$ cat src/rtl/mte_pkg.sv
package mte_pkg;

  localparam int DIM = 4;
  localparam int ROW_W = 2;
  localparam int ELEM_W = 32;
  localparam int PROD_W = 2 * ELEM_W;
  localparam int ACC_W = 40;

  localparam logic [ROW_W-1:0] LAST_ROW = ROW_W'(DIM - 1);

  typedef logic signed [ELEM_W-1:0] elem_t;
  typedef logic signed [ACC_W-1:0] acc_t;

  typedef enum logic [1:0] {
    KIND_LOAD    = 2'd0,
    KIND_COMPOSE = 2'd1,
    KIND_VECTOR  = 2'd2,
    KIND_POINT   = 2'd3
  } kind_t;

  typedef struct packed {
    kind_t             kind;
    logic [ROW_W-1:0]  row;
    elem_t             elem_0;
    elem_t             elem_1;
    elem_t             elem_2;
    elem_t             elem_3;
  } cmd_t;

  typedef struct packed {
    elem_t out_0;
    elem_t out_1;
    elem_t out_2;
    elem_t out_3;
    logic  saturated;
  } res_t;

  // Per-lane pipeline strobes issued by the top-level control.
  typedef struct packed {
    logic row_load;
    logic s1_load;
    logic s2_load;
    logic s3_load;
    logic acc_en;
    logic commit;
  } lane_ctrl_t;

  // Saturate a 41-bit accumulator sum to 40 bits.
  function automatic acc_t sat_acc(input logic signed [ACC_W:0] x);
    acc_t r;
    if (x[ACC_W] == x[ACC_W-1]) begin
      r = x[ACC_W-1:0];
    end else if (x[ACC_W]) begin
      r = {1'b1, {(ACC_W-1){1'b0}}};
    end else begin
      r = {1'b0, {(ACC_W-1){1'b1}}};
    end
    return r;
  endfunction

  // Saturate a 40-bit accumulator to a 32-bit matrix element.
  function automatic elem_t sat_elem(input acc_t x);
    elem_t r;
    if ((&x[ACC_W-1:ELEM_W-1]) || !(|x[ACC_W-1:ELEM_W-1])) begin
      r = x[ELEM_W-1:0];
    end else if (x[ACC_W-1]) begin
      r = {1'b1, {(ELEM_W-1){1'b0}}};
    end else begin
      r = {1'b0, {(ELEM_W-1){1'b1}}};
    end
    return r;
  endfunction

endpackage

$ cat src/rtl/mte_merge.sv
module mte_merge #(
  parameter int FRAC_BITS = 16
) (
  input  logic                                         clk,
  input  logic                                         rst,
  input  logic                                         in_valid,
  output logic                                         take,
  input  logic signed [mte_pkg::PROD_W-FRAC_BITS+1:0]  sums [mte_pkg::DIM],
  input  logic                                         point,
  input  mte_pkg::elem_t                               w,
  output logic                                         res_valid,
  input  logic                                         res_stall,
  output mte_pkg::res_t                                res
);

  localparam int DIM = mte_pkg::DIM;
  localparam int SUM_W = mte_pkg::PROD_W - FRAC_BITS + 2;
  localparam int EW = mte_pkg::ELEM_W;

  mte_pkg::elem_t clamped [DIM];
  logic [DIM-1:0] sat;
  mte_pkg::res_t  res_next;

  always_comb begin
    for (int i = 0; i < DIM; i++) begin
      sat[i] = !((&sums[i][SUM_W-1:EW-1]) || !(|sums[i][SUM_W-1:EW-1]));
      if (!sat[i]) begin
        clamped[i] = sums[i][EW-1:0];
      end else if (sums[i][SUM_W-1]) begin
        clamped[i] = {1'b1, {(EW-1){1'b0}}};
      end else begin
        clamped[i] = {1'b0, {(EW-1){1'b1}}};
      end
    end
    res_next.out_0 = clamped[0];
    res_next.out_1 = clamped[1];
    res_next.out_2 = clamped[2];
    res_next.out_3 = point ? w : clamped[3];
    // A point's fourth lane is not a result, so its clamp does not count.
    res_next.saturated = sat[0] | sat[1] | sat[2] | (sat[3] & !point);
  end

  assign take = !res_valid || !res_stall;

  always_ff @(posedge clk) begin
    if (rst) begin
      res_valid <= 1'b0;
    end else begin
      res_valid <= (in_valid && take) || (res_valid && res_stall);
    end
  end

  always_ff @(posedge clk) begin
    if (in_valid && take) begin
      res <= res_next;
    end
  end

endmodule

$ cat config.mk
export PLATFORM = sky130hd
export DESIGN_NAME = mte_merge
export DESIGN_NICKNAME = d
export VERILOG_FILES = /design/src/rtl/mte_pkg.sv /design/src/rtl/mte_merge.sv
export SDC_FILE = /design/constraint.sdc
export NUM_CORES = 1
export LEC_CHECK = 0
export ABC_AREA = 1
export BUFFER_PORTS_ARGS = -buffer_cell sky130_fd_sc_hd__buf_2
export CAP_MARGIN = 10
export CORE_AREA = 2 2 144 146
export DETAILED_ROUTE_END_ITERATION = 6
export DIE_AREA = 0 0 146 148
export GPL_TIMING_DRIVEN = 0
export HOLD_SLACK_MARGIN = 0.12
export SYNTH_ARGS = -nofsm -noshare
export SYNTH_HDL_FRONTEND = slang
export SYNTH_SLANG_ARGS = --single-unit
$ cat constraint.sdc
create_clock -name clk -period 10.6 [get_ports clk]
set_input_delay 1.59 -clock clk [delete_from_list [all_inputs] [get_ports clk]]
set_output_delay 1.59 -clock clk [all_outputs]
set_load 0.01 [all_outputs]
Word level (Yosys, flattened, before mapping)
Cells that the tools add are included.
{"block": "word_totals", "inputBits": 237, "word_cells": 46, "ff_bits": 130}
{"block": "classes", "n_bitwise": 4, "n_mux": 9, "reduce_logical": 27}
{"operator": "32-bit 2-to-1 mux", "count": 9}
{"operator": "19-bit AND reduction", "count": 4}
{"operator": "19-bit OR reduction", "count": 4}
{"operator": "1-bit logical NOT", "count": 11}
{"operator": "1-bit logical OR", "count": 6}
{"operator": "1-bit bitwise OR", "count": 3}
{"operator": "1-bit logical AND", "count": 2}
{"operator": "1-bit bitwise AND", "count": 1}

Depth between registers and ports, before layout
{"block": "depth", "word_depth": 7, "depth_mapped": 10}

Least setup slack after synthesis
No wires, ideal clock.
{"block": "synth_path", "path_type": "input-to-reg", "start": "in in_valid", "end": "reg res[0] (netlist bit) (enable)", "path_slack_ps": 2098, "required_time_ps": 9940, "path_stages": 2, "setup_time_ps": 660, "arrival_ps": 7843, "cell_sequence": "inv_1 a21oi_1"}
{"block": "synth_between", "elab_chain_cells": 1}
{"item": "start, declared", "line": "mte_merge.sv:6", "source": "input logic in_valid,"}
{"item": "1-bit logical AND", "line": "mte_merge.sv:54", "source": "if (in_valid && take) begin"}
{"item": "end signal, assigned", "line": "mte_merge.sv:55", "source": "res <= res_next;"}
{"item": "end, declared", "line": "mte_merge.sv:13", "source": "output mte_pkg::res_t res"}
No other way between the ends.
A chain may end at the register's enable or synchronous reset.

Final worst setup path
{"block": "layout_path", "start": "in res_stall", "end": "out take"}
{"block": "layout_between", "elab_chain_cells": 2}
{"item": "start, declared", "line": "mte_merge.sv:12", "source": "input logic res_stall,"}
{"item": "1-bit logical NOT", "line": "mte_merge.sv:43", "source": "assign take = !res_valid || !res_stall;"}
{"item": "1-bit logical OR", "line": "mte_merge.sv:43"}
{"item": "end, declared", "line": "mte_merge.sv:7", "source": "output logic take,"}
No other way between the ends.

==> impl_metrics.toml <==
[run_status]
status = "finished, final reports clean"

[place]
dp_hpwl_um = 14200
gp_congestion = 0.807
numPortBuffers = 367

[clock_network]
holdBufCountCts = 0
cts_root_buf = "clkbuf_16"
ctsResizeCount = 0
cts_tree = "yes"
cts_buffers = 17
cts.sinks = 130
post_cts_buffers = 0
clk_latency_ns = 0.41
htree_levels = 4
ctsLongestPathBuffers = 2
clk_pin_slew_ns = 0.06

[power_and_ir_drop]
irDropWorstVdd_uv = 97.6
power_density_nw_per_um2 = 146
switchingPower_w = 0.000327
pwr-share-comb = 0.122
p_clk_frac = 0.410
power.leakage_nw = 3.92
power_frac_seq = 0.468
swShare = 0.251
power.internal_w = 0.000977

[timing]
rsz0062_at_grt = "no"
finalCriticalPeriod_ns = 3.50
slew_headroom = 0.475
setup_viol = 0
post-route-period-util = 0.330
maxSlewViolCount = 0
hold_violations = 0
max_freq_ghz = 0.286
hold_ws_ns = 0.537
tightestPinTransition_ns = 0.786
skew_ns = 0.00763

[grt]
grt_use_met3 = 0.0497
antenna_found_initial = 2
grt_use_met2 = 0.287
grt_busiest_layer = "met2"
grt_pass1_vias = 5216
gr-usage-all-layers = 0.162
overflow = 0
grt_pass1_wl_um = 27100
grt_max_degree = 32
use_met1 = 0.183

[logic_synthesis]
synth_area_um2 = 6110
synth_nets = 812
yosys_warnings = 0
yosysSeqAreaShare = 0.637
synthCells = 575
avgSynthCellArea_um2 = 10.6
yosysUniqueCellTypes = 24
ys_ff_latch = 130

[finish]
area_growth_pct = 45.8
drive_gt1_frac = 0.537
final_common_cell = "buf_2"
fill_cells = 1998
n_antenna_cell = 0
mostFrequentLayoutCells = "379 x buf_2, 196 x nand2_1, 129 x edfxtp_1"
fin_util = 0.445
nNetsFinal = 1202

[setup_path]
path_max_fanout = 2
crit_arrival_ns = 1.91
cp-end-kind = "primary output"
criticalPathCategory = "in2out"
r2r-start = "res_valid"
start_kind = "input port"
required_ns = 9.01
worstSetupStartpoint = "res_stall"

[routing]
antenna_left = 0
vias_per_cell = 4.29
first_pass_iters = 4
drt_first_iter_violations = 183
vias = 5352
wl_per_cell_um = 14.4
drc = 0
routed_wl_um = 18000

[floorplan]
std_cell_rows = 52
coreArea_um2 = 20000
io_pins = 368
start_util = 0.305
die_y_um = 148
die_w_um = 146
die-area_um2 = 21600

[min_path]
worst_hold_path_type = "reg2reg"
min_from = "res_valid"

[flow_run]
cap_violations = 0
[per-stage QoR]
stage          TNS (ns)  worst slack, ns  power (W)  instances  cell area [um2]
5_1_grt               0             7.09    0.00136       1248             8910
3_5_place_dp          0             7.10   0.000783       1216             8380
3_3_place_gp    -147.25            -1.16   0.000786       1212             8290
4_1_cts               0             7.10    0.00132       1248             8910
6_report              0             7.10    0.00130       1248             8910
2_1_floorplan         0             2.10   0.000692        575             6110
[registers in the layout (all words and copies together), names as in the netlist]
register / flops
res_valid: 1
res: 129
[synth_stat cells, drive strengths merged]
cell    instances  area [um2]
nand4           8        50.1
nor3            3        15.0
nand3b          2        15.0
clkbuf          6        22.5
inv             6        22.5
buf            25         248
o21ai           1        5.00
a21oi          34         294
nand3          14        80.1
or2             2        12.5
edfxtp        129        3870
nand2         258        1130
nor2           86         325
dfxtp           1        20.0
[power by group through the flow]
stage / combinational [W] / sequential, W / clock (W)
2_1_floorplan: 0.0000466 / 0.000646 / 0
3_3_place_gp: 0.000154 / 0.000632 / 0
3_5_place_dp: 0.000161 / 0.000622 / 0
4_1_cts: 0.000162 / 0.000611 / 0.000548
5_1_grt: 0.000175 / 0.000613 / 0.000568
6_report: 0.000159 / 0.000610 / 0.000534
[metal layers]
metal | routed length (um) | part of all wire
met5 | 7 | 0.00039
met4 | 426 | 0.024
met3 | 1400 | 0.078
met2 | 9140 | 0.51
met1 | 7010 | 0.39
[area by class of cell]
cell class | instances | area (um2) | area share
Clock buffer | 18 | 429 | 0.0482
Sequential cell | 130 | 3890 | 0.437
Buffer | 31 | 270 | 0.0303
Multi-Input combinational cell | 408 | 1940 | 0.217
Tap cell | 270 | 338 | 0.0379
Clock inverter | 14 | 104 | 0.0117
Timing Repair Buffer | 371 | 1920 | 0.215
Inverter | 6 | 22.5 | 0.00253
[kinds of logic after synthesis]
kind of cell           Yosys count  share of synthesized area
DFF                            130                      0.637
AOI/OAI and AO/OA               35                     0.0489
buffers and inverters           37                     0.0479
and+or+nand+nor                373                      0.266
[worst max-delay path, cell delays in order]
cell and delay, ns:
buf_2 0.12, nand2_1 0.07, buf_2 0.13
[final timing paths]
kind | end | slack, ns | cells past startpoint
setup / recovery | take | 7.10 | 3
hold / removal | res_valid | 0.54 | 2
setup reg to reg | res[117] | 8.55 | 4
hold reg to reg | res_valid | 0.54 | 2
(Power assumes the default switching activity.)
